===== config.mk =====
export PLATFORM = sky130hd
export DESIGN_NAME = rgb24_to_yuv420_convert_core
export DESIGN_NICKNAME = d
export VERILOG_FILES = /design/src/hdl/r2y420_pkg.sv /design/src/hdl/rgb24_to_yuv420_convert_core.sv /design/src/hdl/r2y420_csc.sv
export SDC_FILE = /design/constraint.sdc
export NUM_CORES = 1
export LEC_CHECK = 0
export BUFFER_PORTS_ARGS = -buffer_cell sky130_fd_sc_hd__buf_2
export CAP_MARGIN = 0
export CORE_MARGIN = 2
export CORE_UTILIZATION = 50
export CTS_CLUSTER_SIZE = 14
export DETAILED_ROUTE_END_ITERATION = 6
export HOLD_SLACK_MARGIN = 0.03
export PLACE_DENSITY = 0.67
export SETUP_SLACK_MARGIN = 0.05
export SLEW_MARGIN = 40
export SYNTH_ARGS = -nofsm -noshare
export SYNTH_HDL_FRONTEND = slang
export SYNTH_HIERARCHICAL = 1
export SYNTH_SLANG_ARGS = --single-unit

===== constraint.sdc =====
create_clock -name clk_i -period 8.8 [get_ports clk_i]
set_input_delay 0.88 -clock clk_i [delete_from_list [all_inputs] [get_ports clk_i]]
set_output_delay 0.88 -clock clk_i [all_outputs]
set_load 0.1 [all_outputs]

===== src/hdl/r2y420_pkg.sv =====
`timescale 1ns / 1ps
`default_nettype none

package r2y420_pkg;

  // Configuration register widths and reset values
  localparam int unsigned CFG_W = 13;
  localparam int unsigned DEF_MAX_DIM = 4096;
  localparam logic [CFG_W-1:0] RST_FRAME_WIDTH = 13'd640;
  localparam logic [CFG_W-1:0] RST_FRAME_HEIGHT = 13'd480;

  typedef enum logic [0:0] {
    REG_FRAME_WIDTH  = 1'b0,
    REG_FRAME_HEIGHT = 1'b1
  } cfg_reg_e;

  // Fixed-point BT.601 coefficients, 8 fractional bits
  localparam int unsigned ACC_W = 18;
  localparam logic [ACC_W-1:0] KY_R = 18'd66;
  localparam logic [ACC_W-1:0] KY_G = 18'd129;
  localparam logic [ACC_W-1:0] KY_B = 18'd25;
  localparam logic [ACC_W-1:0] K_RND = 18'd128;
  localparam logic [9:0] KY_OFS = 10'd16;
  localparam logic [ACC_W-1:0] KC_112 = 18'd112;
  localparam logic [ACC_W-1:0] KV_G = 18'd94;
  localparam logic [ACC_W-1:0] KV_B = 18'd18;
  localparam logic [ACC_W-1:0] KU_R = 18'd38;
  localparam logic [ACC_W-1:0] KU_G = 18'd74;
  // rounding plus the 128 chroma offset, keeps the chroma sum non-negative
  localparam logic [ACC_W-1:0] KC_BIAS = 18'd32896;

  // red in the lowest bits
  typedef struct packed {
    logic [7:0] blue;
    logic [7:0] green;
    logic [7:0] red;
  } pix_t;

  typedef struct packed {
    logic frame_end;
    logic odd_row;
    logic even_col;
  } pos_t;

  typedef struct packed {
    logic       frame_last;
    logic       chroma_is_v;
    logic       chroma_valid;
    logic [7:0] chroma;
    logic [7:0] luma;
  } res_t;

  function automatic logic [7:0] sat8(input logic [9:0] v);
    logic [7:0] r;
    r = (v > 10'd255) ? 8'd255 : v[7:0];
    return r;
  endfunction

endpackage

`default_nettype wire


===== src/hdl/rgb24_to_yuv420_convert_core.sv =====
`timescale 1ns / 1ps
`default_nettype none

// RGB24 to YCbCr 4:2:0 converter, BT.601 studio range. Takes one pixel per clock in
// raster order when not stalled, and returns one beat per pixel: luma always,
// plus a chroma sample on even columns (Cb on even rows, Cr on odd rows). An
// accepted beat lands in the input register at the accepting edge and moves to the
// result register when it is empty or being read out. With m_axis_tready held high
// the block sustains one pixel per clock, since the color math is a single
// combinational pass between the two registers. When both registers hold a beat,
// s_axis_tready follows m_axis_tready combinationally. Column and row counters
// advance on each accepted pixel and wrap at frame_width and frame_height, each
// clamped to MAX_DIM. Sizes may be written whenever no beat is in flight; a change
// in mid-frame keeps the counters, and a counter at or past the new end wraps after
// the current pixel. No clearing pass is needed after reset.
module rgb24_to_yuv420_convert_core #(
  parameter int unsigned MAX_DIM = r2y420_pkg::DEF_MAX_DIM
) (
  input  wire                              clk_i,
  input  wire                              rst_ni,
  // configuration
  input  wire                              cfg_we_i,
  input  r2y420_pkg::cfg_reg_e             cfg_addr_i,
  input  wire [r2y420_pkg::CFG_W-1:0]      cfg_wdata_i,
  // pixel input
  input  wire                              s_axis_tvalid,
  output logic                             s_axis_tready,
  input  wire [23:0]                       s_axis_tdata,  // red, green, blue
  // result output
  output logic                             m_axis_tvalid,
  input  wire                              m_axis_tready,
  output logic [15:0]                      m_axis_tdata,  // luma, chroma
  output logic [1:0]                       m_axis_tuser,  // chroma_valid, chroma_is_v
  output logic                             m_axis_tlast
);
  import r2y420_pkg::*;

  localparam int unsigned CNT_W = (MAX_DIM > 2) ? $clog2(MAX_DIM) : 1;
  localparam int unsigned DIM_W = (CNT_W + 1 > CFG_W) ? CNT_W + 1 : CFG_W;
  localparam logic [DIM_W-1:0] MAX_DIM_C = DIM_W'(MAX_DIM);

  logic [CFG_W-1:0] width_q, height_q;
  logic [DIM_W-1:0] width_eff, height_eff;
  logic [CNT_W-1:0] col_q, col_d, row_q, row_d;
  logic [DIM_W-1:0] col_nxt, row_nxt;
  logic             line_end, last_row;

  logic  s_acc, s1_adv;
  logic  s1_vld_q, s1_vld_d, s2_vld_q, s2_vld_d;
  pix_t  pix_q;
  pos_t  pos_q, pos_d;
  res_t  res_d, res_q;

  // ---------------------------------------------------------------- config
  always_ff @(posedge clk_i or negedge rst_ni) begin
    if (!rst_ni) begin
      width_q  <= RST_FRAME_WIDTH;
      height_q <= RST_FRAME_HEIGHT;
    end else if (cfg_we_i) begin
      unique case (cfg_addr_i)
        REG_FRAME_WIDTH:  width_q  <= cfg_wdata_i;
        REG_FRAME_HEIGHT: height_q <= cfg_wdata_i;
        default: ;
      endcase
    end
  end

  assign width_eff  = (DIM_W'(width_q) > MAX_DIM_C) ? MAX_DIM_C : DIM_W'(width_q);
  assign height_eff = (DIM_W'(height_q) > MAX_DIM_C) ? MAX_DIM_C : DIM_W'(height_q);

  // ---------------------------------------------------------------- position
  assign col_nxt  = DIM_W'(col_q) + DIM_W'(1);
  assign row_nxt  = DIM_W'(row_q) + DIM_W'(1);
  assign line_end = col_nxt >= width_eff;
  assign last_row = row_nxt >= height_eff;

  always_comb begin
    col_d = col_q;
    row_d = row_q;
    if (s_acc) begin
      if (line_end) begin
        col_d = '0;
        row_d = last_row ? '0 : row_nxt[CNT_W-1:0];
      end else begin
        col_d = col_nxt[CNT_W-1:0];
      end
    end
  end

  always_ff @(posedge clk_i or negedge rst_ni) begin
    if (!rst_ni) begin
      col_q <= '0;
      row_q <= '0;
    end else begin
      col_q <= col_d;
      row_q <= row_d;
    end
  end

  assign pos_d.even_col  = ~col_q[0];
  assign pos_d.odd_row   = row_q[0];
  assign pos_d.frame_end = line_end & last_row;

  // ---------------------------------------------------------------- pipeline
  assign s1_adv        = ~s2_vld_q | m_axis_tready;
  assign s_axis_tready = ~s1_vld_q | s1_adv;
  assign s_acc         = s_axis_tvalid & s_axis_tready;
  assign s1_vld_d      = s_acc | (s1_vld_q & ~s1_adv);
  assign s2_vld_d      = (s1_vld_q & s1_adv) | (s2_vld_q & ~m_axis_tready);

  always_ff @(posedge clk_i or negedge rst_ni) begin
    if (!rst_ni) begin
      s1_vld_q <= 1'b0;
      s2_vld_q <= 1'b0;
    end else begin
      s1_vld_q <= s1_vld_d;
      s2_vld_q <= s2_vld_d;
    end
  end

  always_ff @(posedge clk_i) begin
    if (s_acc) begin
      pix_q <= pix_t'(s_axis_tdata);
      pos_q <= pos_d;
    end
    if (s1_vld_q && s1_adv) begin
      res_q <= res_d;
    end
  end

  r2y420_csc u_csc (
    .pix_i (pix_q),
    .pos_i (pos_q),
    .res_o (res_d)
  );

  assign m_axis_tvalid = s2_vld_q;
  assign m_axis_tdata  = {res_q.chroma, res_q.luma};
  assign m_axis_tuser  = {res_q.chroma_is_v, res_q.chroma_valid};
  assign m_axis_tlast  = res_q.frame_last;

  // ---------------------------------------------------------------- checks
  a_frame_wrap: assert property (@(posedge clk_i) disable iff (!rst_ni)
    s_acc && pos_d.frame_end |=> col_q == '0 && row_q == '0)
    else $error("counters did not wrap after the last pixel of a frame");

  a_chroma_zero: assert property (@(posedge clk_i) disable iff (!rst_ni)
    m_axis_tvalid && !res_q.chroma_valid |-> res_q.chroma == 8'd0)
    else $error("chroma not zero on an odd column");

  a_luma_range: assert property (@(posedge clk_i) disable iff (!rst_ni)
    m_axis_tvalid |-> res_q.luma >= 8'd16 && res_q.luma <= 8'd235)
    else $error("luma out of studio range");

  a_col_step: assert property (@(posedge clk_i) disable iff (!rst_ni)
    s_acc && !line_end |=> col_q == $past(col_nxt[CNT_W-1:0]))
    else $error("column counter did not advance by one");

endmodule

`default_nettype wire


===== src/hdl/r2y420_csc.sv =====
`timescale 1ns / 1ps
`default_nettype none

module r2y420_csc (
  input  r2y420_pkg::pix_t pix_i,
  input  r2y420_pkg::pos_t pos_i,
  output r2y420_pkg::res_t res_o
);
  import r2y420_pkg::*;

  logic [ACC_W-1:0] r_ext;
  logic [ACC_W-1:0] g_ext;
  logic [ACC_W-1:0] b_ext;
  logic [ACC_W-1:0] y_sum;
  logic [ACC_W-1:0] u_sum;
  logic [ACC_W-1:0] v_sum;
  logic [ACC_W-1:0] c_sum;
  logic [9:0]       y_val;

  assign r_ext = ACC_W'(pix_i.red);
  assign g_ext = ACC_W'(pix_i.green);
  assign b_ext = ACC_W'(pix_i.blue);

  assign y_sum = KY_R * r_ext + KY_G * g_ext + KY_B * b_ext + K_RND;
  assign y_val = y_sum[ACC_W-1:8] + KY_OFS;

  // the bias keeps both chroma sums positive, so the shift is a floor
  assign u_sum = KC_112 * b_ext + KC_BIAS - KU_R * r_ext - KU_G * g_ext;
  assign v_sum = KC_112 * r_ext + KC_BIAS - KV_G * g_ext - KV_B * b_ext;
  assign c_sum = pos_i.odd_row ? v_sum : u_sum;

  always_comb begin
    res_o.luma         = sat8(y_val);
    res_o.chroma       = pos_i.even_col ? sat8(c_sum[ACC_W-1:8]) : 8'd0;
    res_o.chroma_valid = pos_i.even_col;
    res_o.chroma_is_v  = pos_i.odd_row;
    res_o.frame_last   = pos_i.frame_end;
  end

endmodule

`default_nettype wire


==> summary.md <==
| Metric | Value |
|---|---|
| Status | `finished, final reports clean` |
| Die height | `160.6 um` |
| Setup Viol. Count Final | `0` |
| Minimum clock period | `6.897 ns` |
| Core ar. | `0.02418 mm2` |
| Routed WL per cell | `16.29 um` |
| Post-Syn Area | `0.01226 mm2` |
| # diodes | `0` |
| Clk root buf | `clkbuf_16` |
| Area grow syn2layout | `7.707%` |
| Resize count post-CTS | `0` |
| Post-CTS setup repair buffer count | `0` |
| Most frequent cells in the layout | `262 x ha_1, 221 x inv_1, 87 x fa_1` |
| Fmax | `145.0 MHz` |
| CTS tree | `yes` |
| Routed wire length | `26,690 um` |
| Slew @ Worst Pin | `0.7435 ns` |
| Vias in the first global route | `9,021` |
| PortBufs | `63` |
| Setup ws final | `1.903 ns` |
| Clock Tree Buf Depth | `2` |
| Crit path kind | `register to register` |
| Die width | `160.6 um` |
| Most common cell after layout, fill and taps aside | `ha_1` |
| EDFF count, synth | `46` |
| Detail Route Antenna Nets | `0` |
| Post-Place Setup Slack | `1.941 ns` |
| CTS clock-pin slew for the worst setup and hold paths | `0.08 ns` |
| # clock sinks | `98` |
| Initial Util | `50.70%` |
| Crit start category | `register` |
| Yosys warning count | `6` |
| Cell variety after synth | `73` |
| Total GRT Usage | `21.68%` |
| GPL Wtd Cong | `0.8463` |
| Sequential area share after synthesis | `21.95%` |
| Pin count of the biggest net entering global routing | `53` |
| Most used DFF post-synth | `edfxtp_1` |
| Antenna violations before repair | `0` |
| Pre-antenna DRT Iters | `4` |
| Residual DRC count | `0` |
| Fin crit share | `78.37%` |
| Clk Latency, worst-skew pair | `0.36 ns` |
| # hold bufs at CTS | `0` |
| Synthesized Nets | `1,646` |
| Slew headroom | `50.43%` |
| Crit path capture type | `register` |
| Syn avg cell area | `9.775 um2` |
| DP HPWL | `21,490 um` |
| Total CTS buffers | `9` |
| Iter 0 DRT Violations | `448` |
| Grt total ovfl | `0` |
| Post-Route Skew | `0.01428 ns` |
| Class of the worst hold path | `register to register` |
| CP arrival | `7.00 ns` |
| H-tree Lvls | `3` |
| Layout cells sized above 1 | `10.35%` |
| Global-route wire length before repair | `44,600 um` |
| Max cap viols | `0` |
| Final net count | `1,701` |
| Mapped Cells | `1,254` |
| Slowest CP cell | `fa_1` |
| Num ports | `64` |
| Crit path largest cell delay | `0.57 ns` |
| Via Count | `8,730` |
| CP max FO | `8` |
| Crit path required time | `8.90 ns` |
| Die area | `0.02578 mm2` |
| Asr flop ratio synth | `53.06%` |
| Setup tns final | `0 ns` |
| Max-slew violation count | `0` |
| Via density | `5.330` |
| Rows | `57` |
| Final Hold Viols | `0` |
| Register bit total from synthesis | `98` |
| RSZ-0062 raised after global routing | `no` |
[critical path: cells and delay by family (launching register included)]
kind | cells | cell delay (ns)
buffers and inverters | 4 | 0.33
and+or+nand+nor | 4 | 0.52
DFF | 1 | 0.54
AOI/OAI and AO/OA | 10 | 2.21
adders and majority gates | 7 | 3.04
[per-layer routing]
layer	share of wire, %	up-vias	track usage (%)
met5	0	-	0
met4	2.5	0	6.143
met3	3.2	35	2.763
met2	49	147	37.75
met1	46	4191	28.39
li1	-	4357	-
[state kept, by name, summed over array words and instances (netlist names), 2 cells and up]
signal,flops
pix_q,24
m_axis_tdata,16
height_q,13
width_q,13
col_q,12
row_q,12
pos_q,3
m_axis_tuser,2
[through the flow]
| stage | hold slack [ns] | util (%) | cell area, um2 | instances |
|---|---|---|---|---|
| floorplan | 0.4710 | - | 12260 | 1254 |
| global placement | 0.4296 | 53.37 | 12900 | 1622 |
| detailed placement | 0.4276 | 53.39 | 12910 | 1622 |
| CTS | 0.4466 | 54.61 | 13200 | 1638 |
| global route | 0.4499 | 54.61 | 13200 | 1638 |
| finish | 0.4408 | 54.61 | 13200 | 1638 |
[Yosys cell counts (2+ instances only)]
cell type	count	share of area, %
o21bai_1	19	1.2
o21a_1	8	0.49
o21ai_0	53	2.2
and3_1	6	0.31
xor2_1	23	1.6
o311a_1	2	0.16
a21o_1	16	0.98
nor4_1	4	0.20
and4_1	2	0.14
a211oi_1	2	0.12
nor2b_1	15	0.77
nand3b_1	2	0.12
mux2i_1	4	0.33
dfrtp_1	46	9.4
o22ai_1	2	0.10
mux2_2	27	2.5
nand3_1	25	1.0
a221o_1	3	0.24
nor2_1	47	1.4
fa_1	87	14
xnor2_1	57	4.1
buf_4	4	0.24
o21ai_1	7	0.29
a21oi_1	60	2.4
a21boi_0	7	0.43
nand4_1	4	0.20
clkbuf_1	15	0.46
ha_1	262	27
a311o_1	3	0.24
o211ai_1	6	0.37
nand2b_1	5	0.26
clkbuf_2	2	0.082
nand4b_1	2	0.14
o31ai_1	2	0.12
and2_1	6	0.31
nor3b_1	4	0.24
nand2_1	85	2.6
inv_1	221	6.8
or3_1	5	0.26
a31oi_1	3	0.15
dfstp_2	6	1.3
nand3_2	2	0.16
edfxtp_1	46	11
nor3_1	11	0.45
a22o_1	8	0.57
[path summary, 6_finish.rpt]
kind                       startpoint                to  slack [ns]  cells after the start
setup / recovery            pix_q[10]  m_axis_tdata[14]        1.90                     25
hold / removal               pos_q[2]      m_axis_tlast        0.44                      0
setup reg to reg            pix_q[10]  m_axis_tdata[14]        1.90                     25
hold reg to reg              pos_q[2]      m_axis_tlast        0.44                      0
max in group asynchronous      rst_ni          row_q[2]        7.70                      2
min in group asynchronous      rst_ni          col_q[3]        0.64                      2
[cells by family after synthesis]
family,synth area share [%]
AOI/OAI and AO/OA,11.67
xor gates and xnor gates,5.716
adders and majority gates,40.95
buffers and inverters,7.655
DFF,21.95
muxes,2.807
and+or+nand+nor,9.258
[cell type report]
class                      instances  area (um2)
fill                            2159       10970
multi-input combinational        911        8631
sequential                        98        2690
inverter                         222       835.8
tap                              324       405.4
timing repair buffer              67       345.3
clock buffer                      10       250.2
clock inverter                     6       45.04
Power is left out: the tool's default activity adds up to more than one toggle a clock period on the data nets, which glitch-free logic cannot reach.
